`config.mk`:
```
export PLATFORM = sky130hd
export DESIGN_NAME = signed_int_to_decimal_ascii_core
export DESIGN_NICKNAME = d
export VERILOG_FILES = /design/src/hw/rtl/sitoa_pkg.sv /design/src/hw/rtl/sitoa_front.sv /design/src/hw/rtl/sitoa_queue.sv /design/src/hw/rtl/sitoa_back.sv /design/src/hw/rtl/signed_int_to_decimal_ascii_core.sv
export SDC_FILE = /design/constraint.sdc
export NUM_CORES = 1
export LEC_CHECK = 0
export ABC_CLOCK_PERIOD_IN_PS = 10800
export BUFFER_PORTS_ARGS = -buffer_cell sky130_fd_sc_hd__buf_4
export CAP_MARGIN = 20
export CORE_UTILIZATION = 55
export DETAILED_ROUTE_END_ITERATION = 10
export PLACE_DENSITY_LB_ADDON = 0.1
export SYNTH_ARGS = -nofsm -noshare
export SYNTH_HDL_FRONTEND = slang
export SYNTH_HIERARCHICAL = 1
export SYNTH_SLANG_ARGS = --single-unit
```
`constraint.sdc`:
```
create_clock -name clk -period 10.8 [get_ports clk]
set_input_delay 0.54 -clock clk [delete_from_list [all_inputs] [get_ports clk]]
set_output_delay 0.54 -clock clk [all_outputs]
set_load 0.03 [all_outputs]
```
`src/hw/rtl/sitoa_pkg.sv`:
```
// shared constants, types and state encodings for the signed integer to ascii core
package sitoa_pkg;

  // operand width, sign in the top bit
  localparam int VALUE_WIDTH = 32;

  // decimal digits needed for the largest magnitude, 2^(VALUE_WIDTH-1)
  localparam int NDIG = ((VALUE_WIDTH - 1) * 30103) / 100000 + 1;
  localparam int IDX_W = $clog2(NDIG);

  // double dabble consumes this many bits per cycle
  localparam int STEP_BITS = 4;
  localparam int STEPS = (VALUE_WIDTH + STEP_BITS - 1) / STEP_BITS;
  localparam int PAD_W = STEPS * STEP_BITS;
  localparam int STEP_CNT_W = (STEPS > 1) ? $clog2(STEPS) : 1;

  // queue between front and back
  localparam int Q_DEPTH = 2;
  localparam int Q_PTR_W = (Q_DEPTH > 1) ? $clog2(Q_DEPTH) : 1;
  localparam int Q_CNT_W = $clog2(Q_DEPTH + 1);

  // ascii codes
  localparam logic [6:0] CHAR_MINUS = 7'd45;
  localparam logic [6:0] CHAR_ZERO = 7'd48;

  typedef logic [3:0] digit_t;

  // one converted number waiting for output
  typedef struct packed {
    logic                    neg;
    digit_t [NDIG-1:0]       digits;
    logic [IDX_W-1:0]        top;
  } q_entry_t;

  typedef enum logic [1:0] {
    F_IDLE,
    F_CONV,
    F_DONE
  } front_state_t;

  typedef enum logic {
    B_IDLE,
    B_EMIT
  } back_state_t;

endpackage

```
`src/hw/rtl/sitoa_front.sv`:
```
// front end: accepts a value, takes its magnitude and converts it to bcd
module sitoa_front import sitoa_pkg::*; (
  input  logic                   clk,
  input  logic                   rst_n,
  input  logic                   start,
  input  logic [VALUE_WIDTH-1:0] in_value,
  output logic                   busy,
  output logic                   push,
  output q_entry_t               push_data,
  input  logic                   q_full
);

  front_state_t            state_r, state_nxt;
  logic [STEP_CNT_W-1:0]   step_r, step_nxt;
  logic                    neg_r, neg_nxt;
  logic [PAD_W-1:0]        bin_r, bin_nxt;
  digit_t [NDIG-1:0]       bcd_r, bcd_nxt;
  logic [VALUE_WIDTH-1:0]  mag;
  logic [IDX_W-1:0]        top_idx;

  // several double dabble bit steps in one cycle
  function automatic logic [NDIG*4+PAD_W-1:0] dabble(digit_t [NDIG-1:0] bcd,
                                                     logic [PAD_W-1:0] bin);
    digit_t [NDIG-1:0] bcd_v;
    logic [PAD_W-1:0]  bin_v;
    bcd_v = bcd;
    bin_v = bin;
    for (int s = 0; s < STEP_BITS; s++) begin
      for (int d = 0; d < NDIG; d++) begin
        if (bcd_v[d] >= 4'd5) begin
          bcd_v[d] = bcd_v[d] + 4'd3;
        end
      end
      {bcd_v, bin_v} = {bcd_v, bin_v} << 1;
    end
    return {bcd_v, bin_v};
  endfunction

  // magnitude as unsigned, exact for the most negative value
  assign mag = in_value[VALUE_WIDTH-1] ? (~in_value + 1'b1) : in_value;

  assign busy = (state_r != F_IDLE);

  // index of the highest nonzero digit, zero for a zero value
  always_comb begin
    top_idx = '0;
    for (int d = 1; d < NDIG; d++) begin
      if (bcd_r[d] != 4'd0) begin
        top_idx = IDX_W'(d);
      end
    end
  end

  assign push_data = '{neg: neg_r, digits: bcd_r, top: top_idx};

  // next state and conversion steps
  always_comb begin
    state_nxt = state_r;
    step_nxt  = step_r;
    neg_nxt   = neg_r;
    bin_nxt   = bin_r;
    bcd_nxt   = bcd_r;
    push      = 1'b0;
    unique case (state_r)
      F_IDLE: begin
        if (start) begin
          neg_nxt   = in_value[VALUE_WIDTH-1];
          bin_nxt   = PAD_W'(mag);
          bcd_nxt   = '0;
          step_nxt  = '0;
          state_nxt = F_CONV;
        end
      end
      F_CONV: begin
        {bcd_nxt, bin_nxt} = dabble(bcd_r, bin_r);
        step_nxt = step_r + 1'b1;
        if (step_r == STEP_CNT_W'(STEPS - 1)) begin
          state_nxt = F_DONE;
        end
      end
      F_DONE: begin
        if (!q_full) begin
          push      = 1'b1;
          state_nxt = F_IDLE;
        end
      end
      default: state_nxt = F_IDLE;
    endcase
  end

  // state register
  always_ff @(posedge clk) begin
    if (!rst_n) begin
      state_r <= F_IDLE;
    end else begin
      state_r <= state_nxt;
    end
  end

  // datapath registers
  always_ff @(posedge clk) begin
    step_r <= step_nxt;
    neg_r  <= neg_nxt;
    bin_r  <= bin_nxt;
    bcd_r  <= bcd_nxt;
  end

endmodule

```
`src/hw/rtl/sitoa_queue.sv`:
```
// small fifo of converted numbers between front and back
module sitoa_queue import sitoa_pkg::*; (
  input  logic     clk,
  input  logic     rst_n,
  input  logic     push,
  input  q_entry_t push_data,
  output logic     full,
  input  logic     pop,
  output q_entry_t pop_data,
  output logic     empty
);

  q_entry_t             mem_r [Q_DEPTH];
  logic [Q_PTR_W-1:0]   wr_ptr_r, rd_ptr_r;
  logic [Q_CNT_W-1:0]   count_r;

  assign full     = (count_r == Q_CNT_W'(Q_DEPTH));
  assign empty    = (count_r == '0);
  assign pop_data = mem_r[rd_ptr_r];

  // pointers and fill count
  always_ff @(posedge clk) begin
    if (!rst_n) begin
      wr_ptr_r <= '0;
      rd_ptr_r <= '0;
      count_r  <= '0;
    end else begin
      if (push) begin
        wr_ptr_r <= (wr_ptr_r == Q_PTR_W'(Q_DEPTH - 1)) ? '0 : wr_ptr_r + 1'b1;
      end
      if (pop) begin
        rd_ptr_r <= (rd_ptr_r == Q_PTR_W'(Q_DEPTH - 1)) ? '0 : rd_ptr_r + 1'b1;
      end
      if (push && !pop) begin
        count_r <= count_r + 1'b1;
      end else if (pop && !push) begin
        count_r <= count_r - 1'b1;
      end
    end
  end

  // entry storage
  always_ff @(posedge clk) begin
    if (push) begin
      mem_r[wr_ptr_r] <= push_data;
    end
  end

endmodule

```
`src/hw/rtl/sitoa_back.sv`:
```
// back end: emits sign and digits, one character per cycle, msd first
module sitoa_back import sitoa_pkg::*; (
  input  logic       clk,
  input  logic       rst_n,
  input  logic       q_empty,
  input  q_entry_t   q_data,
  output logic       q_pop,
  output logic       out_valid,
  output logic [6:0] out_character,
  output logic       out_last
);

  back_state_t        state_r, state_nxt;
  logic               minus_r, minus_nxt;
  digit_t [NDIG-1:0]  digits_r, digits_nxt;
  logic [IDX_W-1:0]   idx_r, idx_nxt;
  digit_t             cur_digit;
  logic               is_last;
  logic               load;

  assign cur_digit = digits_r[idx_r];
  assign is_last   = !minus_r && (idx_r == '0);

  // character output
  assign out_valid     = (state_r == B_EMIT);
  assign out_character = minus_r ? CHAR_MINUS : (CHAR_ZERO + {3'b000, cur_digit});
  assign out_last      = is_last;

  // take the next number when idle or on the final character
  assign load  = ((state_r == B_IDLE) || is_last) && !q_empty;
  assign q_pop = load;

  // next state and character sequencing
  always_comb begin
    state_nxt  = state_r;
    minus_nxt  = minus_r;
    digits_nxt = digits_r;
    idx_nxt    = idx_r;
    unique case (state_r)
      B_IDLE: begin
        if (load) begin
          state_nxt = B_EMIT;
        end
      end
      B_EMIT: begin
        if (minus_r) begin
          minus_nxt = 1'b0;
        end else if (idx_r != '0) begin
          idx_nxt = idx_r - 1'b1;
        end else if (!load) begin
          state_nxt = B_IDLE;
        end
      end
      default: state_nxt = B_IDLE;
    endcase
    if (load) begin
      minus_nxt  = q_data.neg;
      digits_nxt = q_data.digits;
      idx_nxt    = q_data.top;
    end
  end

  // state register
  always_ff @(posedge clk) begin
    if (!rst_n) begin
      state_r <= B_IDLE;
    end else begin
      state_r <= state_nxt;
    end
  end

  // character data registers
  always_ff @(posedge clk) begin
    minus_r  <= minus_nxt;
    digits_r <= digits_nxt;
    idx_r    <= idx_nxt;
  end

endmodule

```
`src/hw/rtl/signed_int_to_decimal_ascii_core.sv`:
```
// top level: signed integer to decimal ascii, front converter, queue and emitter
// first character leaves after the front's conversion steps, its push into the queue and the back's load
// front converts four bits per cycle and takes a new value only once it has pushed the last one
// back emits one character per cycle, up to 11 per number, so sustained throughput is set by
// the slower of the converter loop and the character count
// synchronous active-low reset empties the queue and idles both sides; no stall on output
module signed_int_to_decimal_ascii_core import sitoa_pkg::*; (
  input  logic                   clk,
  input  logic                   rst_n,
  input  logic                   start,
  output logic                   busy,
  input  logic [VALUE_WIDTH-1:0] in_value,
  output logic                   out_valid,
  output logic [6:0]             out_character,
  output logic                   out_last
);

  logic     push, q_full, q_pop, q_empty;
  q_entry_t push_data, pop_data;

  // conversion front end
  sitoa_front u_front (
    .clk       (clk),
    .rst_n     (rst_n),
    .start     (start),
    .in_value  (in_value),
    .busy      (busy),
    .push      (push),
    .push_data (push_data),
    .q_full    (q_full)
  );

  // decoupling queue
  sitoa_queue u_queue (
    .clk       (clk),
    .rst_n     (rst_n),
    .push      (push),
    .push_data (push_data),
    .full      (q_full),
    .pop       (q_pop),
    .pop_data  (pop_data),
    .empty     (q_empty)
  );

  // character emitter
  sitoa_back u_back (
    .clk           (clk),
    .rst_n         (rst_n),
    .q_empty       (q_empty),
    .q_data        (pop_data),
    .q_pop         (q_pop),
    .out_valid     (out_valid),
    .out_character (out_character),
    .out_last      (out_last)
  );

endmodule

```
==> results.json <==
{
  "cp-end-kind": "flip-flop",
  "synthArstFlopShare_pct": 0,
  "status": "complete, no violations",
  "vias": 10300,
  "syn-num-nets": 1399,
  "gr-total-overflow": 0,
  "row_count": 57,
  "max-cap-violations": 0,
  "wirelength_um": 29100,
  "track_usage_pct": 22.5,
  "drive_gt1_share_pct": 15.6,
  "final_nets": 1424,
  "final_area_sq_um": 15200,
  "avgViaCountPerCell": 6.11,
  "holdBufCountCts": 0,
  "h-tree-depth": 1,
  "grt_max_degree": 67,
  "cp.arrival_ps": 4580,
  "ant_nets": 0,
  "cts_setup_buffers": 0,
  "coreArea_sq_um": 24500,
  "fill_cells": 2055,
  "die_h_um": 161,
  "synth-seq-cells": 219,
  "post_cts_resized": 0,
  "worst_pin_slew_ps": 1130,
  "cp_data_required_time_ps": 11030,
  "min-delay-start": "rst_n",
  "avgSynthCellArea_sq_um": 10.5,
  "firstDrtPassIters": 5,
  "numCtsBuffers": 24,
  "drc": 0,
  "r2r-start": "u_front/push_data[32]$_SDFFCE_PN0P_",
  "gp_congestion": 0.892,
  "clk_latency_ps": 510,
  "wire_per_inst_um": 17.2,
  "seq_area_frac_synth_pct": 46.8,
  "synth_ff_type": "edfxtp_1",
  "finalCriticalPeriod_ps": 4350,
  "dp_hpwl_um": 20500,
  "clkTransAtPathRegs_ps": 60,
  "port_buffers": 42,
  "fp.dieArea_sq_um": 25900,
  "fin_crit_sh_pct": 40.3,
  "final_hold_viol_count": 0,
  "clkSinkCount": 219,
  "syn_to_final_growth_pct": 9.66,
  "antenna_found_initial": 0,
  "fmax_ghz": 0.230,
  "drtIter0Drc": 851,
  "hold_class": "in -> reg",
  "cp-start-kind": "flip-flop",
  "clock-root-buffer": "clkbuf_16",
  "grt_pass1_wl_um": 47500,
  "ios": 45,
  "syn_inst": 1326,
  "tns_ps": 0,
  "grt_pass1_vias": 9619,
  "fin_skew_ps": 9.52,
  "setup_viol": 0,
  "drv_slew": 0,
  "yosysWarnings": 6,
  "hold_ws_ps": 341,
  "slew_headroom_pct": 22.9,
  "rsz0062_at_grt": "no",
  "path_max_fanout": 9,
  "clockBufferDepth": 3,
  "synth_edf_count": 211,
  "netlist_area_sq_um": 13900,
  "crit_start": "u_front/push_data[32]$_SDFFCE_PN0P_",
  "diodes": 0,
  "post-route-util_pct": 62.0,
  "start_util_pct": 56.5,
  "post_dp_cell_area_sq_um": 14400,
  "worstSetupPathType": "reg -> reg",
  "die-width_um": 161,
  "netlist-cell-type-count": 94,
  "cts_tree": "done"
}
==> metrics by stage <==
stage / setup WS (ps) / cells
final: 6450 / 1692
after global routing: 6000 / 1692
after CTS: 6540 / 1692
after detailed placement: 6570 / 1649
after global placement: 6680 / 1649
after floorplan: 4170 / 1326
==> synth_stat cells (all sizes together), types with 15 or more instances <==
master	instances	area share, %
xor2	33	2.1
a31oi	26	1.2
nand3	31	1.1
clkbuf	40	1.1
nand2	125	3.4
o31ai	16	0.97
and2	15	0.69
inv	46	1.2
mux2	74	6.1
nand2b	24	1.1
a211oi	26	1.4
xnor2	25	1.9
a21o	16	0.87
o21ai	104	3.8
edfxtp	211	46
ha	38	3.4
nor2b	16	0.72
nor3	27	0.97
nor2	89	2.4
mux2i	31	2.2
a21oi	86	3.5
o211ai	17	0.92
nor3b	15	0.81
==> layout make-up <==
type / instances / area, sq um / share of cell area, %
clock buffers: 31 / 658 / 4.33
well taps: 324 / 405 / 2.66
repair buffers: 52 / 390 / 2.57
flip-flops and latches: 219 / 6500 / 42.7
inverters: 46 / 173 / 1.13
multi-input cells: 1008 / 6980 / 45.9
clock inverters: 12 / 108 / 0.707
==> final timing paths <==
path	endpoint	slack, ps	cells after the start
max	u_front/push_data[42]$_SDFFCE_PN0P_	6450	14
min	u_queue/wr_ptr_r$_SDFFE_PN0P_	340	2
min reg2reg	u_queue/mem_r[1][41]$_DFFE_PP_	500	0
max reg2reg	u_front/push_data[42]$_SDFFCE_PN0P_	6450	14
==> layout by cell type (no fill, tap or decap), drive strengths merged, types with 31 or more instances in the layout <==
cell,instances
clkbuf,31
nor2,89
a21oi,86
nand2,125
inv,46
xor2,33
mux2,74
edfxtp,211
o21ai,104
ha,38
buf,52
nand3,31
mux2i,31
==> flip-flops by register name, indices dropped and copies added, names as in the netlist, named ones only <==
signal             count
u_front/bin_r         32
u_back/digits_r       40
u_queue/count_r        2
u_back/idx_r           4
u_front/step_r         3
u_queue/wr_ptr_r       1
u_front/push_data     40
u_front/neg_r          1
u_front/state_r        2
u_back/out_valid       1
u_back/minus_r         1
u_queue/mem_r         90
u_queue/rd_ptr_r       1
==> per-layer routing <==
layer / vias to the layer above / global-route usage, % / wire length (um)
li1: 5100 / - / -
met4: 0 / 4.72 / 439
met5: - / 0 / 0
met3: 35 / 2.97 / 1380
met2: 271 / 39.4 / 14200
met1: 4939 / 30.0 / 13100
==> critical path: stages, from the launching register on <==
cell and delay [ps]:
edfxtp_1 480, inv_1 140, ha_1 210, nand2b_1 80, a21oi_1 390, mux2i_1 730, o21ai_2 250, xnor2_4 300
mux2i_1 110, o21ai_0 300, inv_1 120, ha_1 220, a221oi_1 500, o21ba_2 200, a211oi_1 50
==> cells by family (layout without fill, tap and decap cells) <==
logic type | Yosys count | count (layout) | synth area share (%)
AND/OR/NAND/NOR | 405 | 405 | 14.6
AO/OA/AOI/OAI | 391 | 391 | 18.9
flip-flops | 219 | 219 | 46.8
multiplexers | 107 | 107 | 8.65
buffers and inverters | 99 | 141 | 3.07
XOR/XNOR | 58 | 58 | 4.01
adder cells (fa/ha/maj) | 45 | 45 | 3.93
other | 2 | 2 | 0.0541
Power is not shown: default switching activity piles up to over one toggle a cycle in this logic, so the estimate is an artifact.
